===== src/hw/rtl/axr_pkg.sv =====
// Shared constants, widths and the CORDIC angle table for the axis-angle
// rotation matrix pipeline. No dependencies.
`timescale 1ns / 1ps

package axr_pkg;

  localparam int unsigned TDATA_IN_W  = 64;
  localparam int unsigned TDATA_OUT_W = 144;

  // square root: 60-bit radicand, one result bit per stage
  localparam int unsigned SQ_IN_W    = 60;
  localparam int unsigned SQ_RES_W   = 61;
  localparam int unsigned SQ_OUT_W   = 31;
  localparam int unsigned SQRT_STEPS = 31;

  // restoring divider: one quotient bit per stage
  localparam int unsigned DIV_NUM_W = 62;
  localparam int unsigned DIV_DEN_W = 48;
  localparam int unsigned DIV_Q_W   = 31;
  localparam int unsigned DIV_STEPS = 31;

  // CORDIC, Q.30
  localparam int unsigned CORDIC_STEPS = 30;
  localparam int unsigned CW           = 34;
  localparam int unsigned HW           = 35;
  localparam logic signed [CW-1:0] CORDIC_GAIN = 34'sd652032874;
  localparam logic signed [HW-1:0] PI_Q30      = 35'sd3373259426;
  localparam logic signed [HW-1:0] PIH_Q30     = 35'sd1686629713;

  // quaternion (Q.22) and product widths
  localparam int unsigned QW = 26;
  localparam int unsigned PW = 52;

  localparam logic [15:0] ONE_Q14 = 16'd16384;
  localparam int unsigned NUM_ENTRIES = 9;

  function automatic logic signed [HW-1:0] atan_q30(input logic [4:0] i);
    logic signed [HW-1:0] t;
    case (i)
      5'd0:    t = 35'sd843314857;
      5'd1:    t = 35'sd497837829;
      5'd2:    t = 35'sd263043837;
      5'd3:    t = 35'sd133525159;
      5'd4:    t = 35'sd67021687;
      5'd5:    t = 35'sd33543516;
      5'd6:    t = 35'sd16775851;
      5'd7:    t = 35'sd8388437;
      5'd8:    t = 35'sd4194283;
      5'd9:    t = 35'sd2097149;
      default: t = 35'sd1 <<< (5'd30 - i);
    endcase
    return t;
  endfunction

endpackage


===== src/hw/rtl/axr_sqrt.sv =====
// Pipelined integer square root, one result bit per register stage.
// Depends on axr_pkg.
`timescale 1ns / 1ps

module axr_sqrt (
  input  logic                         clk_i,
  input  logic                         en_i,
  input  logic [axr_pkg::SQ_IN_W-1:0]  rad_i,
  output logic [axr_pkg::SQ_OUT_W-1:0] root_o
);
  import axr_pkg::*;

  logic [SQ_IN_W-1:0]  n_q   [SQRT_STEPS];
  logic [SQ_RES_W-1:0] res_q [SQRT_STEPS];

  for (genvar k = 0; k < SQRT_STEPS; k++) begin : g_step
    localparam logic [SQ_RES_W:0] BIT = (SQ_RES_W + 1)'(1) << (SQ_IN_W - 2 * k);
    logic [SQ_IN_W-1:0]  n_in;
    logic [SQ_RES_W-1:0] res_in;
    logic [SQ_RES_W:0]   sum;
    logic                ge;

    if (k == 0) begin : g_first
      assign n_in   = rad_i;
      assign res_in = '0;
    end else begin : g_next
      assign n_in   = n_q[k-1];
      assign res_in = res_q[k-1];
    end

    assign sum = {1'b0, res_in} + BIT;
    assign ge  = {2'b00, n_in} >= sum;

    always_ff @(posedge clk_i) begin
      if (en_i) begin
        n_q[k]   <= ge ? SQ_IN_W'({2'b00, n_in} - sum) : n_in;
        res_q[k] <= ge ? SQ_RES_W'({2'b00, res_in[SQ_RES_W-1:1]} + BIT)
                       : {1'b0, res_in[SQ_RES_W-1:1]};
      end
    end
  end

  assign root_o = res_q[SQRT_STEPS-1][SQ_OUT_W-1:0];

endmodule


===== config.mk =====
export PLATFORM = sky130hd
export DESIGN_NAME = axr_sqrt
export DESIGN_NICKNAME = d
export VERILOG_FILES = /design/src/hw/rtl/axr_pkg.sv /design/src/hw/rtl/axr_sqrt.sv
export SDC_FILE = /design/constraint.sdc
export NUM_CORES = 2
export LEC_CHECK = 0
export BUFFER_PORTS_ARGS = -buffer_cell sky130_fd_sc_hd__buf_4
export CAP_MARGIN = 5
export CELL_PAD_IN_SITES_DETAIL_PLACEMENT = 1
export CELL_PAD_IN_SITES_GLOBAL_PLACEMENT = 1
export CORE_MARGIN = 8
export CORE_UTILIZATION = 50
export CTS_BUF_LIST = sky130_fd_sc_hd__clkbuf_8
export DETAILED_ROUTE_END_ITERATION = 10
export GPL_ROUTABILITY_DRIVEN = 0
export PLACE_DENSITY_LB_ADDON = 0.1
export SLEW_MARGIN = 40
export SYNTH_ARGS = -nofsm -noshare
export SYNTH_HDL_FRONTEND = slang
export SYNTH_SLANG_ARGS = --single-unit

===== constraint.sdc =====
create_clock -name clk_i -period 4.5 [get_ports clk_i]
set_clock_uncertainty 0.1 [all_clocks]
set_input_delay 0.225 -clock clk_i [delete_from_list [all_inputs] [get_ports clk_i]]
set_output_delay 0.225 -clock clk_i [all_outputs]
set_load 0.005 [all_outputs]

## Word-level counts from Yosys, hierarchy flattened

Memory sizes are Yosys's and may differ from the RTL's.
Index checks and enable logic that the tools add are counted.
Widths: inputs -> output; s select.

| cells by class | value |
|---|---|
| add/subtract/negate cells | 91 |
| order comparisons | 31 |
| muxes and demuxes | 64 |

Operators by type and width:

| kind | number |
|---|---|
| $mux 61 | 31 |
| $ge 60x62->1 | 30 |
| $mux 60 | 31 |
| $sub 60x60->60 | 30 |
| $add 61x1->62 const B | 1 |
| $add 61x11->62 const B | 1 |
| $add 61x13->62 const B | 1 |
| $add 61x15->62 const B | 1 |
| $add 61x17->62 const B | 1 |
| $add 61x19->62 const B | 1 |
| $add 61x21->62 const B | 1 |
| $add 61x23->62 const B | 1 |
| $add 61x25->62 const B | 1 |
| $add 61x27->62 const B | 1 |
| $add 61x29->62 const B | 1 |
| $add 61x3->62 const B | 1 |
| $add 61x31->62 const B | 1 |
| $add 61x33->62 const B | 1 |
| $add 61x35->62 const B | 1 |
| $add 61x37->62 const B | 1 |
| $add 61x39->62 const B | 1 |
| $add 61x41->62 const B | 1 |
| $add 61x43->62 const B | 1 |
| $add 61x45->62 const B | 1 |
| other kinds (43) | 44 |

| storage, ports and cells | value |
|---|---|
| register bits | 0 |
| memories | 2 |
| memory bits (writable) | 3,751 |
| logic and storage cells | 188 |

Memory list:

| name | words | width | read ports | clocked after memory_dff | write ports | RTL line | RTL |
|---|---|---|---|---|---|---|---|
| res_q | 31 | 61 | 31 | 0 | 31 | axr_sqrt.sv:14 | `logic [SQ_RES_W-1:0] res_q [SQRT_STEPS];` |
| n_q | 31 | 60 | 30 | 0 | 31 | axr_sqrt.sv:13 | `logic [SQ_IN_W-1:0] n_q [SQRT_STEPS];` |

## Longest topological paths before layout

An unclocked memory read counts as a cell.

| depth | value |
|---|---|
| depth after elaboration | 4 |
| depth in mapped cells | 14 |

## Least setup slack after synthesis

Ideal clock, no wire load.

| path | value |
|---|---|
| kind | flip-flop to flip-flop |
| start point | mem n_q[27][32], in the netlist n_q[1][692] |
| end point | mem n_q[28][53], in the netlist n_q[1][773], data pin |
| setup slack | 1.065 ns |
| path buffers | 2 |
| cell stages (with the launch flop) | 14 |
| clock period less this slack | 3.435 ns |
| setup time | 0.258 ns |
| arrival | 3.077 ns |
| cells stage by stage | edfxtp_1 -> ha_1 -> buf_2 -> nand2_1 -> nor2_1 -> nand4_1 -> or3b_2 -> or3_1 -> nand3_1 -> o21bai_2 -> nor3b_1 -> buf_2 -> nand4_1 -> xnor2_1 |

RTL lines:

| element | RTL line |
|---|---|
| start: declaration | axr_sqrt.sv:13 |

==> results.sh <==
export IMPL_drcViolationCount=0
export IMPL_start_util=0.502
export IMPL_utilization=0.564
export IMPL_worstMarginPinSlew_ps=890
export IMPL_max_freq_mhz=234
export IMPL_core_area_um2=214000
export IMPL_area_delta_synth_final_pct=12.5
export IMPL_postSynth_asyncResetShare=0
export IMPL_critPathLaunch="n_q[1][472]"
export IMPL_cp_max_fo=4
export IMPL_die_height_um=479
export IMPL_yosysSeqAreaShare=0.633
export IMPL_tns_ps=0
export IMPL_hold_path_class="primary input to flop"
export IMPL_grt_pass1_wl_um=441000
export IMPL_cts_tree="yes"
export IMPL_finalCriticalPeriod_ps=4280
export IMPL_rsz0062_at_grt="false"
export IMPL_cts_sinks=2265
export IMPL_p_leak_nw=45.8
export IMPL_port_buffers=91
export IMPL_vias_per_cell=5.80
export IMPL_synth_nets=8980
export IMPL_htreeDepth=5
export IMPL_antenna_found_initial=14
export IMPL_numCtsBuffers=393
export IMPL_dp_hpwl_um=209000
export IMPL_drive_gt1_frac=0.0949
export IMPL_crit_type="flop to flop"
export IMPL_yosys_area_top_type="edfxtp_1"
export IMPL_ys_top_cells_by_area="edfxtp_1 (63%), ha_1 (5.7%), xnor2_1 (3.6%)"
export IMPL_worstSetupEndpointType="flop"
export IMPL_vias=70364
export IMPL_clkLatencyLatePin_ps=1070
export IMPL_ioPinCount=93
export IMPL_first_global_vias=74876
export IMPL_setup_viol=0
export IMPL_dieArea_um2=230000
export IMPL_num_rows=170
export IMPL_status="finished, final reports clean"
export IMPL_fin_nets=9549
export IMPL_syn_avg_cell_area_um2=12.7
export IMPL_clk_pin_slew_ps=70
export IMPL_drt_initial_drc_count=5128
export IMPL_grtUsageTotal=0.243
export IMPL_cp_required_ps=5130
export IMPL_ys_types=101
export IMPL_finalCritPeriodShare=0.950
export IMPL_r2r_start="n_q[1][472]"
export IMPL_drt_total_wl_um=287000
export IMPL_report_final_slew_viol_count=0
export IMPL_max_slew_margin=0.399
export IMPL_cap_violations=0
export IMPL_clk_path_buf_depth=4
export IMPL_dp_cells=11315
export IMPL_grt_start_max_net_pins=136
export IMPL_worstHoldStart="en_i"
export IMPL_wl_per_cell_um=23.6
export IMPL_antenna_left=0
export IMPL_cts_root_buf="clkbuf_8"
export IMPL_peakVddDrop_mv=0.347
export IMPL_synth_top_area_frac=0.633
export IMPL_synthCells=8425
export IMPL_drtPass1Iterations=5
export IMPL_die_w_um=479
export IMPL_synthTopCellsByCount="edfxtp_1 (2,265), inv_1 (628), nor2_1 (569)"
export IMPL_yosysMostFrequentCell="edfxtp_1"
export IMPL_worst_setup_path_start_kind="flop"
export IMPL_hold_violations=0
export IMPL_r2r_slack_ps=220
export IMPL_yosys_warnings=0
export IMPL_ys_ff_latch=2265
export IMPL_post_place_ws_ps=-42.6
export IMPL_layout_setup_ws_ps=223
export IMPL_critical_path_arrival_ps=4910
export IMPL_overflow=0
export IMPL_synth_edf_count=2265
export IMPL_pwr_density_cell_nw_per_um2=489
export IMPL_fin_cells=12140
export IMPL_synth_ff_type="edfxtp_1"
export IMPL_synthesis_area_um2=107000
final timing paths:
check / to / cells after the start
worst max-delay path: n_q[1][534] / 10
worst min-delay path: n_q[0][842] / 2
worst max register to register: n_q[1][534] / 10
worst min register to register: n_q[1][427] / 0
sequential cells by signal (all words and copies together), names as in the netlist:
name   cells
n_q     1800
res_q    465
final cells by class:
type / instances / area (µm²)
repair buffers: 335 / 3150
well taps: 2838 / 3550
multi-input cells: 5370 / 36500
diodes: 8 / 20.0
fillers: 21611 / 93200
clock buffers: 401 / 5520
flip-flops and latches: 2265 / 68000
inverters: 629 / 2360
clock inverters: 294 / 1610
critical path, stage by stage, from the launching register on:
cell	delay (ps)
edfxtp_1	470
or4_1	620
or3_1	440
nor4_4	270
buf_4	220
nand4_1	340
o21ai_1	440
o21ai_1	140
a211oi_2	320
or4b_1	510
xnor2_1	150
where the power goes:
| group | internal (W) | leakage, nW | switching (W) |
|---|---|---|---|
| sequential | 0.0267 | 21.8 | 0.00229 |
| clock | 0.00907 | 4.08 | 0.00862 |
| combinational | 0.00510 | 20.0 | 0.00734 |
| total | 0.0408 | 45.8 | 0.0183 |
what timing repair did:
| action | CTS | global route |
|---|---|---|
| buffers inserted | 0 | 1 |
| endpoints found under the setup margin | 3 | 7 |
| gates resized for setup | 1 | 2 |
| gates cloned | 0 | 0 |
| hold buffers | 121 | 0 |
| hold endpoints to repair | 1004 | 0 |
| pin swaps | 2 | 1 |
through the flow:
step | area [µm²] | total power [W] | hold slack (ps)
after global placement | 112000 | 0.0411 | 304
after CTS | 121000 | 0.0593 | 48.1
after detailed placement | 112000 | 0.0415 | 304
final | 121000 | 0.0591 | 168
after floorplan | 107000 | 0.0369 | 224
after global routing | 121000 | 0.0619 | 80.9
cell families after synthesis:
kind of cell,Yosys count,share of synthesized area
other cells,1,0.0000349
mux,90,0.00930
compound gates,1568,0.0917
buf+inv,790,0.0281
xor+xnor,758,0.0618
fa+ha+maj,493,0.0574
simple gates,2460,0.118
flops,2265,0.633
placed cells by master (no fill, tap or decap), drive strengths merged, types with 15 or more instances in the layout:
master | netlist | layout
o211ai | 29 | 29
dlygate4sd3 | 0 | 121
nand3b | 33 | 33
nor4 | 293 | 293
nand4 | 133 | 133
o2111ai | 15 | 15
nand4b | 25 | 25
and3 | 34 | 34
ha | 493 | 493
nor3b | 17 | 17
o31ai | 46 | 46
mux2 | 78 | 78
clkbuf | 127 | 401
a31oi | 33 | 33
nand2 | 524 | 524
o21bai | 44 | 44
a21boi | 33 | 33
o21ai | 384 | 384
a21o | 213 | 213
nor2 | 569 | 569
inv | 629 | 743
clkinv | 0 | 160
o21a | 103 | 103
a211o | 16 | 16
a21oi | 487 | 487
or4 | 54 | 54
edfxtp | 2265 | 2265
nand2b | 99 | 99
nor2b | 75 | 75
nor4b | 43 | 43
or2 | 35 | 35
and2 | 27 | 27
nand3 | 153 | 153
xnor2 | 442 | 442
buf | 34 | 214
xor2 | 316 | 316
or3 | 83 | 83
a211oi | 29 | 29
nor3 | 220 | 220
layer usage:
layer | wire length [µm] | track usage | vias up
met3 | 12400 | 0.0339 | 528
met5 | 11 | 0 | -
met2 | 145000 | 0.433 | 1593
met1 | 121000 | 0.310 | 35525
li1 | - | - | 32716
met4 | 8410 | 0.0721 | 2
(Power assumes the default switching activity.)
